--- src/rtl/smc_pkg.sv ---
// ----------------------------------------------------------------------------
// smc_pkg
// Shared types and constants of the servo metronome controller.
// ----------------------------------------------------------------------------
package smc_pkg;

  localparam int unsigned ANGLE_W       = 8;
  localparam int unsigned INTERVAL_BITS = 14;
  localparam int unsigned HOLD_W        = 10;
  localparam int unsigned TOL_W         = 4;
  localparam int unsigned CFG_IDX_W     = 3;
  localparam int unsigned CFG_DATA_W    = 14;

  localparam int unsigned ANGLE_FULL    = 180;
  localparam int unsigned ANGLE_CENTER  = ANGLE_FULL / 2;

  // Product of elapsed ticks and beat distance, and its quotient
  localparam int unsigned PROD_W = INTERVAL_BITS + ANGLE_W;
  localparam int unsigned QUOT_W = ANGLE_W;

  localparam logic [HOLD_W-1:0]        HOLD_MAX          = '1;
  localparam logic [HOLD_W-1:0]        DEBOUNCE_RESET    = HOLD_W'(200);
  localparam logic [HOLD_W-1:0]        PULSE_RESET       = HOLD_W'(100);
  localparam logic [INTERVAL_BITS-1:0] LONGEST_RESET     = INTERVAL_BITS'(3000);
  localparam logic [INTERVAL_BITS-1:0] SHORTEST_RESET    = INTERVAL_BITS'(500);
  localparam logic [INTERVAL_BITS-1:0] STEP_RESET        = INTERVAL_BITS'(500);
  localparam logic [TOL_W-1:0]         TOLERANCE_RESET   = TOL_W'(2);

  typedef enum logic [CFG_IDX_W-1:0] {
    CFG_DEBOUNCE_TICKS    = 3'd0,
    CFG_PULSE_TICKS       = 3'd1,
    CFG_INTERVAL_LONGEST  = 3'd2,
    CFG_INTERVAL_SHORTEST = 3'd3,
    CFG_INTERVAL_STEP     = 3'd4,
    CFG_CENTER_TOLERANCE  = 3'd5
  } cfg_reg_e;

  typedef struct packed {
    logic start_level;
    logic speed_level;
  } in_req_t;

  typedef struct packed {
    logic [ANGLE_W-1:0]       servo_position;
    logic                     pulse_active;
    logic                     is_running;
    logic [INTERVAL_BITS-1:0] interval_now;
  } out_rsp_t;

endpackage

--- src/rtl/smc_debounce.sv ---
// ----------------------------------------------------------------------------
// smc_debounce
// Falling-edge press detector with a saturating hold-off counter.
// ----------------------------------------------------------------------------
module smc_debounce (
  input  logic                             clk_i,
  input  logic                             rst_ni,
  input  logic                             step_i,
  input  logic                             level_i,
  input  logic [smc_pkg::HOLD_W-1:0]       debounce_ticks_i,
  output logic                             press_o
);

  logic                        prev_q, prev_d;
  logic [smc_pkg::HOLD_W-1:0]  hold_q, hold_d, hold_inc;

  always_comb begin
    hold_inc = (hold_q == smc_pkg::HOLD_MAX) ? hold_q : hold_q + 1'b1;
    press_o  = !level_i && prev_q &&
               ((hold_inc > debounce_ticks_i) || (hold_inc == smc_pkg::HOLD_MAX));
    hold_d   = press_o ? '0 : hold_inc;
    prev_d   = level_i;
  end

  always_ff @(posedge clk_i or negedge rst_ni) begin
    if (!rst_ni) begin
      prev_q <= 1'b1;
      hold_q <= smc_pkg::HOLD_MAX;
    end else if (step_i) begin
      prev_q <= prev_d;
      hold_q <= hold_d;
    end
  end

endmodule

--- src/rtl/smc_divider.sv ---
// ----------------------------------------------------------------------------
// smc_divider
// Restoring divider, one quotient bit per cycle. The quotient must fit in
// QUOT_W bits, which holds since elapsed ticks stay below the interval.
// ----------------------------------------------------------------------------
module smc_divider (
  input  logic                              clk_i,
  input  logic                              rst_ni,
  input  logic                              start_i,
  input  logic [smc_pkg::PROD_W-1:0]        dividend_i,
  input  logic [smc_pkg::INTERVAL_BITS-1:0] divisor_i,
  output logic                              done_o,
  output logic [smc_pkg::QUOT_W-1:0]        quotient_o
);

  localparam int unsigned CNT_W = $clog2(smc_pkg::QUOT_W + 1);
  localparam int unsigned REM_W = smc_pkg::INTERVAL_BITS;

  logic [REM_W-1:0]           rem_q, rem_d;
  logic [smc_pkg::QUOT_W-1:0] low_q, low_d;
  logic [REM_W-1:0]           dvs_q;
  logic [CNT_W-1:0]           cnt_q, cnt_d;
  logic                       busy_q, busy_d;
  logic                       done_q, done_d;
  logic [REM_W:0]             trial;

  always_comb begin
    rem_d  = rem_q;
    low_d  = low_q;
    cnt_d  = cnt_q;
    busy_d = busy_q;
    done_d = 1'b0;
    trial  = {rem_q, low_q[smc_pkg::QUOT_W-1]} - {1'b0, dvs_q};
    if (start_i) begin
      rem_d  = dividend_i[smc_pkg::PROD_W-1:smc_pkg::QUOT_W];
      low_d  = dividend_i[smc_pkg::QUOT_W-1:0];
      cnt_d  = '0;
      busy_d = 1'b1;
    end else if (busy_q) begin
      // Shift in the next dividend bit, keep the difference when no borrow
      if (!trial[REM_W]) begin
        rem_d = trial[REM_W-1:0];
      end else begin
        rem_d = {rem_q[REM_W-2:0], low_q[smc_pkg::QUOT_W-1]};
      end
      low_d = {low_q[smc_pkg::QUOT_W-2:0], ~trial[REM_W]};
      cnt_d = cnt_q + 1'b1;
      if (cnt_q == CNT_W'(smc_pkg::QUOT_W - 1)) begin
        busy_d = 1'b0;
        done_d = 1'b1;
      end
    end
  end

  always_ff @(posedge clk_i or negedge rst_ni) begin
    if (!rst_ni) begin
      busy_q <= 1'b0;
      done_q <= 1'b0;
      cnt_q  <= '0;
    end else begin
      busy_q <= busy_d;
      done_q <= done_d;
      cnt_q  <= cnt_d;
    end
  end

  always_ff @(posedge clk_i) begin
    rem_q <= rem_d;
    low_q <= low_d;
    if (start_i) begin
      dvs_q <= divisor_i;
    end
  end

  assign done_o     = done_q;
  assign quotient_o = low_q;

endmodule

--- src/rtl/servo_metronome_controller.sv ---
// ----------------------------------------------------------------------------
// servo_metronome_controller
// Metronome sequencer: debounced start/stop and speed buttons, servo sweep
// angle interpolation with an iterative divider, center pulse.
// ----------------------------------------------------------------------------
// One request is one millisecond tick carrying the two active-low button
// levels; each request yields exactly one response with the servo angle,
// pulse, running flag and current interval. A request that moves the servo
// mid-beat runs through the idle state, which takes the request and resolves
// both buttons, the advance state, which bumps the beat tick count and forms
// the product of elapsed ticks and beat distance, then 8 steps of the shared
// restoring divider (one quotient bit per cycle, set by the angle width), and
// then the finish state for the angle and pulse and the load of the response
// register. Requests that start or stop the metronome or that arrive while
// stopped skip the beat advance, and a request that ends a beat skips the
// divider. in_ready_o is high only while the sequencer is idle; the response
// register lets the next request in while an earlier response still waits to
// be taken, and a request that finishes while that response is still unread
// holds in its last step until it is taken. Configuration is written through a
// plain write port and takes effect as soon as it is registered, also on a request in flight.
// ----------------------------------------------------------------------------
module servo_metronome_controller (
  input  logic                                clk_i,
  input  logic                                rst_ni,

  input  logic                                cfg_we_i,
  input  logic [smc_pkg::CFG_IDX_W-1:0]       cfg_idx_i,
  input  logic [smc_pkg::CFG_DATA_W-1:0]      cfg_data_i,

  input  logic                                in_valid_i,
  output logic                                in_ready_o,
  input  smc_pkg::in_req_t                    in_req_i,

  output logic                                out_valid_o,
  input  logic                                out_ready_i,
  output smc_pkg::out_rsp_t                   out_rsp_o
);

  localparam int unsigned AW = smc_pkg::ANGLE_W;
  localparam int unsigned IW = smc_pkg::INTERVAL_BITS;

  localparam logic [AW-1:0] FULL   = AW'(smc_pkg::ANGLE_FULL);
  localparam logic [AW-1:0] CENTER = AW'(smc_pkg::ANGLE_CENTER);

  typedef enum logic [5:0] {
    ST_IDLE   = 6'b000001,
    ST_ADV    = 6'b000010,
    ST_DSTART = 6'b000100,
    ST_DWAIT  = 6'b001000,
    ST_FIN    = 6'b010000,
    ST_DONE   = 6'b100000
  } state_e;

  state_e state_q, state_d;

  // Configuration registers
  logic [smc_pkg::HOLD_W-1:0] debounce_q;
  logic [smc_pkg::HOLD_W-1:0] pulse_ticks_q;
  logic [IW-1:0]              longest_q;
  logic [IW-1:0]              shortest_q;
  logic [IW-1:0]              step_q;
  logic [smc_pkg::TOL_W-1:0]  tol_q;

  // Metronome state
  logic                       running_q, running_d;
  logic [AW-1:0]              angle_q, angle_d;
  logic                       toward_low_q, toward_low_d;
  logic [AW-1:0]              origin_q, origin_d;
  logic [IW-1:0]              elapsed_q, elapsed_d;
  logic [IW-1:0]              interval_q, interval_d;
  logic [IW-1:0]              latched_q, latched_d;
  logic [AW-1:0]              before_q, before_d;
  logic                       pflag_q, pflag_d;
  logic [smc_pkg::HOLD_W-1:0] prem_q, prem_d;

  logic [smc_pkg::PROD_W-1:0] prod_q, prod_d;

  logic                       out_valid_q, out_valid_d;
  smc_pkg::out_rsp_t          out_q;
  logic                       out_load;

  // Datapath helpers
  logic                       accept;
  logic                       start_press, speed_press;
  logic [IW:0]                wrap_limit;
  logic [AW-1:0]              end_pt;
  logic [AW-1:0]              span;
  logic [IW-1:0]              elapsed_inc;
  logic [smc_pkg::QUOT_W-1:0] quotient;
  logic                       div_done;
  logic [AW:0]                cur_sum;
  logic [AW-1:0]              cur;
  logic [AW-1:0]              dist_prev, dist_cur;
  logic [smc_pkg::HOLD_W-1:0] prem_dec;
  logic                       pflag_mid;

  function automatic logic [AW-1:0] center_dist(input logic [AW-1:0] a);
    center_dist = (a >= CENTER) ? a - CENTER : CENTER - a;
  endfunction

  assign accept = in_valid_i && in_ready_o;

  // Button front ends, advanced once per request
  smc_debounce u_start_db (
    .clk_i            (clk_i),
    .rst_ni           (rst_ni),
    .step_i           (accept),
    .level_i          (in_req_i.start_level),
    .debounce_ticks_i (debounce_q),
    .press_o          (start_press)
  );

  smc_debounce u_speed_db (
    .clk_i            (clk_i),
    .rst_ni           (rst_ni),
    .step_i           (accept),
    .level_i          (in_req_i.speed_level),
    .debounce_ticks_i (debounce_q),
    .press_o          (speed_press)
  );

  // Divider: elapsed * distance / latched interval
  smc_divider u_div (
    .clk_i      (clk_i),
    .rst_ni     (rst_ni),
    .start_i    (state_q == ST_DSTART),
    .dividend_i (prod_q),
    .divisor_i  (latched_q),
    .done_o     (div_done),
    .quotient_o (quotient)
  );

  // Configuration writes
  always_ff @(posedge clk_i or negedge rst_ni) begin
    if (!rst_ni) begin
      debounce_q    <= smc_pkg::DEBOUNCE_RESET;
      pulse_ticks_q <= smc_pkg::PULSE_RESET;
      longest_q     <= smc_pkg::LONGEST_RESET;
      shortest_q    <= smc_pkg::SHORTEST_RESET;
      step_q        <= smc_pkg::STEP_RESET;
      tol_q         <= smc_pkg::TOLERANCE_RESET;
    end else if (cfg_we_i) begin
      unique case (smc_pkg::cfg_reg_e'(cfg_idx_i))
        smc_pkg::CFG_DEBOUNCE_TICKS:    debounce_q    <= cfg_data_i[smc_pkg::HOLD_W-1:0];
        smc_pkg::CFG_PULSE_TICKS:       pulse_ticks_q <= cfg_data_i[smc_pkg::HOLD_W-1:0];
        smc_pkg::CFG_INTERVAL_LONGEST:  longest_q     <= cfg_data_i[IW-1:0];
        smc_pkg::CFG_INTERVAL_SHORTEST: shortest_q    <= cfg_data_i[IW-1:0];
        smc_pkg::CFG_INTERVAL_STEP:     step_q        <= cfg_data_i[IW-1:0];
        smc_pkg::CFG_CENTER_TOLERANCE:  tol_q         <= cfg_data_i[smc_pkg::TOL_W-1:0];
        default: ;
      endcase
    end
  end

  // Beat geometry of the current beat
  always_comb begin
    end_pt      = toward_low_q ? '0 : FULL;
    span        = (end_pt >= origin_q) ? end_pt - origin_q : origin_q - end_pt;
    elapsed_inc = elapsed_q + 1'b1;
    wrap_limit  = {1'b0, step_q} + {1'b0, shortest_q};
  end

  // Angle and pulse for a mid-beat tick
  always_comb begin
    if (end_pt >= origin_q) begin
      cur_sum = {1'b0, origin_q} + {1'b0, quotient};
    end else begin
      cur_sum = {1'b0, origin_q} - {1'b0, quotient};
    end
    cur       = (cur_sum > {1'b0, FULL}) ? FULL : cur_sum[AW-1:0];
    dist_prev = center_dist(before_q);
    dist_cur  = center_dist(cur);
    prem_dec  = (pflag_q && prem_q != '0) ? prem_q - 1'b1 : prem_q;
    pflag_mid = pflag_q;
    if (!pflag_q && dist_prev > dist_cur && dist_cur <= AW'(tol_q)) begin
      pflag_mid = 1'b1;
      prem_dec  = pulse_ticks_q;
    end
  end

  // Sequencer
  always_comb begin
    state_d      = state_q;
    running_d    = running_q;
    angle_d      = angle_q;
    toward_low_d = toward_low_q;
    origin_d     = origin_q;
    elapsed_d    = elapsed_q;
    interval_d   = interval_q;
    latched_d    = latched_q;
    before_d     = before_q;
    pflag_d      = pflag_q;
    prem_d       = prem_q;
    prod_d       = prod_q;
    out_load     = 1'b0;
    out_valid_d  = out_valid_q && !out_ready_i;

    unique case (state_q)
      ST_IDLE: begin
        if (accept) begin
          state_d = running_q ? ST_ADV : ST_DONE;
          if (start_press) begin
            state_d = ST_DONE;
            angle_d = '0;
            pflag_d = 1'b0;
            prem_d  = '0;
            if (!running_q) begin
              // Begin the first beat toward full scale from zero
              running_d    = 1'b1;
              toward_low_d = 1'b0;
              origin_d     = '0;
              elapsed_d    = '0;
              latched_d    = interval_q;
              before_d     = '0;
            end else begin
              running_d = 1'b0;
            end
          end
          if (speed_press) begin
            // Shorten the interval, wrap to longest below the shortest
            if ({1'b0, interval_q} < wrap_limit) begin
              interval_d = longest_q;
            end else begin
              interval_d = interval_q - step_q;
            end
          end
        end
      end
      ST_ADV: begin
        elapsed_d = elapsed_inc;
        if (latched_q == '0 || elapsed_inc >= latched_q) begin
          // Land on the end point and begin the next beat
          angle_d      = end_pt;
          toward_low_d = !toward_low_q;
          origin_d     = end_pt;
          elapsed_d    = '0;
          latched_d    = interval_q;
          before_d     = end_pt;
          pflag_d      = 1'b0;
          prem_d       = '0;
          state_d      = ST_DONE;
        end else begin
          prod_d  = smc_pkg::PROD_W'(elapsed_inc) * smc_pkg::PROD_W'(span);
          state_d = ST_DSTART;
        end
      end
      ST_DSTART: begin
        state_d = ST_DWAIT;
      end
      ST_DWAIT: begin
        if (div_done) begin
          state_d = ST_FIN;
        end
      end
      ST_FIN: begin
        angle_d  = cur;
        before_d = cur;
        prem_d   = prem_dec;
        pflag_d  = pflag_mid && (prem_dec != '0);
        state_d  = ST_DONE;
      end
      ST_DONE: begin
        // Hold until the response register is free
        if (!out_valid_q || out_ready_i) begin
          out_load    = 1'b1;
          out_valid_d = 1'b1;
          state_d     = ST_IDLE;
        end
      end
      default: begin
        state_d = ST_IDLE;
      end
    endcase
  end

  always_ff @(posedge clk_i or negedge rst_ni) begin
    if (!rst_ni) begin
      state_q      <= ST_IDLE;
      running_q    <= 1'b0;
      angle_q      <= '0;
      toward_low_q <= 1'b0;
      origin_q     <= '0;
      elapsed_q    <= '0;
      interval_q   <= smc_pkg::LONGEST_RESET;
      latched_q    <= smc_pkg::LONGEST_RESET;
      before_q     <= '0;
      pflag_q      <= 1'b0;
      prem_q       <= '0;
      out_valid_q  <= 1'b0;
    end else begin
      state_q      <= state_d;
      running_q    <= running_d;
      angle_q      <= angle_d;
      toward_low_q <= toward_low_d;
      origin_q     <= origin_d;
      elapsed_q    <= elapsed_d;
      interval_q   <= interval_d;
      latched_q    <= latched_d;
      before_q     <= before_d;
      pflag_q      <= pflag_d;
      prem_q       <= prem_d;
      out_valid_q  <= out_valid_d;
    end
  end

  always_ff @(posedge clk_i) begin
    prod_q <= prod_d;
    if (out_load) begin
      out_q.servo_position <= angle_q;
      out_q.pulse_active   <= pflag_q;
      out_q.is_running     <= running_q;
      out_q.interval_now   <= interval_q;
    end
  end

  assign in_ready_o  = (state_q == ST_IDLE);
  assign out_valid_o = out_valid_q;
  assign out_rsp_o   = out_q;

endmodule

--- config.mk ---
export PLATFORM = sky130hd
export DESIGN_NAME = servo_metronome_controller
export DESIGN_NICKNAME = d
export VERILOG_FILES = /design/src/rtl/smc_pkg.sv /design/src/rtl/smc_debounce.sv /design/src/rtl/smc_divider.sv /design/src/rtl/servo_metronome_controller.sv
export SDC_FILE = /design/constraint.sdc
export NUM_CORES = 1
export LEC_CHECK = 0
export ABC_AREA = 1
export BUFFER_PORTS_ARGS = -buffer_cell sky130_fd_sc_hd__buf_2
export CORE_MARGIN = 2
export CORE_UTILIZATION = 60
export DETAILED_ROUTE_END_ITERATION = 10
export PLACE_DENSITY = 0.76
export SLEW_MARGIN = 5
export SYNTH_ARGS = -nofsm -noshare
export SYNTH_HDL_FRONTEND = slang
export SYNTH_SLANG_ARGS = --single-unit
--- constraint.sdc ---
create_clock -name clk_i -period 9.56 [get_ports clk_i]
set_clock_uncertainty 0.2 [all_clocks]
set_input_delay 0.956 -clock clk_i [delete_from_list [all_inputs] [get_ports clk_i]]
set_output_delay 0.956 -clock clk_i [all_outputs]
set_load 0.05 [all_outputs]
==> out/summary.txt <==
Status - finished, final reports clean
Max Freq - 157 MHz
Core area - 0.0269 mm²
Pins Over Slew Limit - 0
Worst Max-Slew Pin Slew - 1.04 ns
Area growth syn-to-layout - 9.10%
Sequential share of the synthesized area - 41.4%
CTS sink cnt - 252
RSZ-0062 raised after global routing - no
TritonCTS Buffers - 27
Root Buffer - clkbuf_16
# port buffers - 49
N_diodes - 0
Leak pwr - 8.98 nW
Final Net Count - 2,185
Period utilization - 66.5%
DRT met1 WL - 16,100 µm
Worst slew margin - 30.7%
Met3 WL post-DR - 1880 µm
Slowest CP cell - edfxtp_1
Startpoint type of the worst setup path - flip-flop
H-tree level count - 1
Crit path top cell by count - inv_1
Congestion Overflow GR - 0
Setup tns final - 0 ns
Total Power - 5.32 mW
Final hold violations - 0
Clk Latency, worst-skew pair - 0.55 ns
Antenna violations before repair - 0
CTS tree - done
Clock Pin Slew Worst Setup and Hold Paths - 0.06 ns
Max-cap violations - 0
Largest net degree at the start of global routing - 64
Avg Inst Size Synth - 8.55 µm²
Share of cells above drive strength 1 - 10.1%
# Post-CTS Setup Buffers - 0
Placer Congestion - 0.946
Pwr dens - 298 mW/mm²
Mapped Cells - 1,917
# resized after CTS - 0
Crit path kind - reg2reg
Max incr delay on CP - 0.43 ns
Vias per cell - 5.58
Hold WS - 0.158 ns
CP endpoint kind - flip-flop
Drc violations - 0
Vias in the first global route - 12,800
CTS max path bufs - 3
Worst EP required - 9.77 ns
DP HPWL - 27,700 µm
Chip width - 169 µm
Number of distinct library cells after synthesis - 55
Antenna-violating nets left - 0
Detailed Route Iter0 Violations - 1,004
Die height - 169 µm
Via count - 13,000
Synth Register Bits - 252
Most frequent cells in the layout - nand2_1, inv_1, o21ai_0, ha_1, dfrtp_1
Hold buffers post-CTS - 0
Hold Path Class - in2async
Max VDD drop - 0.000203 V
Pre-Repair DR Iteration Count - 5
Routed length on met2 - 17,600 µm
R2R depth - 44
Die ar. - 0.0287 mm²
GRT Total Usage - 26.4%
Fin crit period - 6.35 ns
DRT Wirelength - 36,700 µm
Cell Area, Synth - 0.0164 mm²
Row count - 60
Synth warnings - 0
IO Pins - 50
Wire length of the first global-routing pass - 61,500 µm
Critical path arrival - 6.57 ns
Syn nets - 2,134
Routed WL per cell - 15.8 µm
Setup-failing EPs final - 0
Top Metal Used - met4
Max FO, Critical Path - 12
Effective utilization at floorplan - 61.0%
Most common cell after layout, fill and taps aside - nand2_1
==> sequential cells by signal (all words and copies together), names as in the netlist, 4 cells and up <==
name	count
elapsed_q	14
u_div.dvs_q	14
shortest_q	14
u_div.quotient_o	8
u_div.rem_q	14
pulse_ticks_q	10
state_q	6
prod_q	20
longest_q	14
u_div.cnt_q	4
out_rsp_o	24
prem_q	10
angle_q	8
u_speed_db.hold_q	10
u_start_db.hold_q	10
interval_q	14
step_q	14
debounce_q	10
tol_q	4
before_q	8
latched_q	14
==> layer usage <==
layer	track usage, %	up-vias
met5	0	-
met4	8.99	0
met3	4.55	96
met2	45.6	339
met1	33.9	6144
li1	-	6416
==> cell type report <==
cell class	count	area [µm²]
well taps	341	427
repair buffers	56	304
multi-input cells	1308	8260
fillers	2166	8990
clock buffers	37	764
flip-flops and latches	252	6790
clock inverters	13	126
inverters	323	1210
==> cell usage after synthesis (all sizes together) <==
cell type	n	share of area (%)
nor3	26	0.82
nor4	11	0.42
o221ai	2	0.11
dfrtp	109	17
nand4	21	0.84
fa	26	3.2
o22ai	14	0.53
nor3b	2	0.092
nor2	114	2.8
clkbuf	30	0.69
a21oi	91	2.8
buf	4	0.18
nand3	79	2.6
nand2	413	9.6
edfxtp	80	15
o31ai	6	0.36
nand3b	5	0.23
o21a	1	0.046
xor2	66	3.6
a21o	4	0.18
o21bai	10	0.46
inv	322	7.4
and2	2	0.076
xnor2	18	1.0
a211oi	3	0.14
a32o	1	0.061
o32ai	1	0.053
a22oi	6	0.27
o21ai	181	5.5
ha	167	13
or2	5	0.19
clkinv	1	0.023
o211ai	20	0.92
a31oi	7	0.27
o311ai	1	0.053
a22o	1	0.053
o2111a	1	0.069
o41ai	1	0.053
dfstp	63	10
o2111ai	2	0.11
==> path summary, 6_finish.rpt <==
kind                                                   start                 endpoint  slack (ns)
setup / recovery           u_div.quotient_o[0]$_SDFFCE_PP0P_      pflag_q$_DFFE_PN0P_        3.21
hold / removal                                        rst_ni    step_q[9]$_DFFE_PN0P_        0.16
setup reg to reg           u_div.quotient_o[0]$_SDFFCE_PP0P_      pflag_q$_DFFE_PN0P_        3.21
hold reg to reg                       angle_q[1]$_DFFE_PN0P_  out_rsp_o[17]$_DFFE_PP_        0.25
max in group asynchronous                             rst_ni   u_div.done_o$_DFF_PN0_        7.12
min in group clk_i                    angle_q[1]$_DFFE_PN0P_  out_rsp_o[17]$_DFFE_PP_        0.25
==> stage by stage <==
| step | instance area, µm² | cells | utilization [%] | setup slack (ns) |
|---|---|---|---|---|
| after floorplan | 16400 | 1917 | - | 4.10 |
| after CTS | 17900 | 2330 | 66.5 | 3.33 |
| after global placement | 17000 | 2280 | 63.2 | 3.61 |
| final | 17900 | 2330 | 66.5 | 3.21 |
| after detailed placement | 17000 | 2280 | 63.2 | 3.33 |
| after global routing | 17900 | 2330 | 66.5 | 2.61 |
==> logic make-up after synthesis <==
group                      count (synthesis)  synth area share [%]
adders and majority gates                193                  15.9
DFF                                      252                  41.4
and+or+nand+nor                          678                  17.7
xor gates and xnor gates                  84                  4.65
AOI/OAI and AO/OA                        353                  12.0
buffers and inverters                    357                  8.26
==> worst max-delay path: cells and delay by family (launching register included) <==
kind | cells | cell delay [ns]
compound gates | 6 | 0.94
xor+xnor | 2 | 0.41
fa+ha+maj | 4 | 0.93
buf+inv | 9 | 0.70
flops | 1 | 0.43
simple gates | 23 | 2.59
==> power breakdown <==
part	switching, mW	internal (mW)
registers	0.251	1.52
logic	1.62	0.890
clock network	0.434	0.615
total	2.30	3.02
Note: power is estimated with default switching activity, not from simulation.
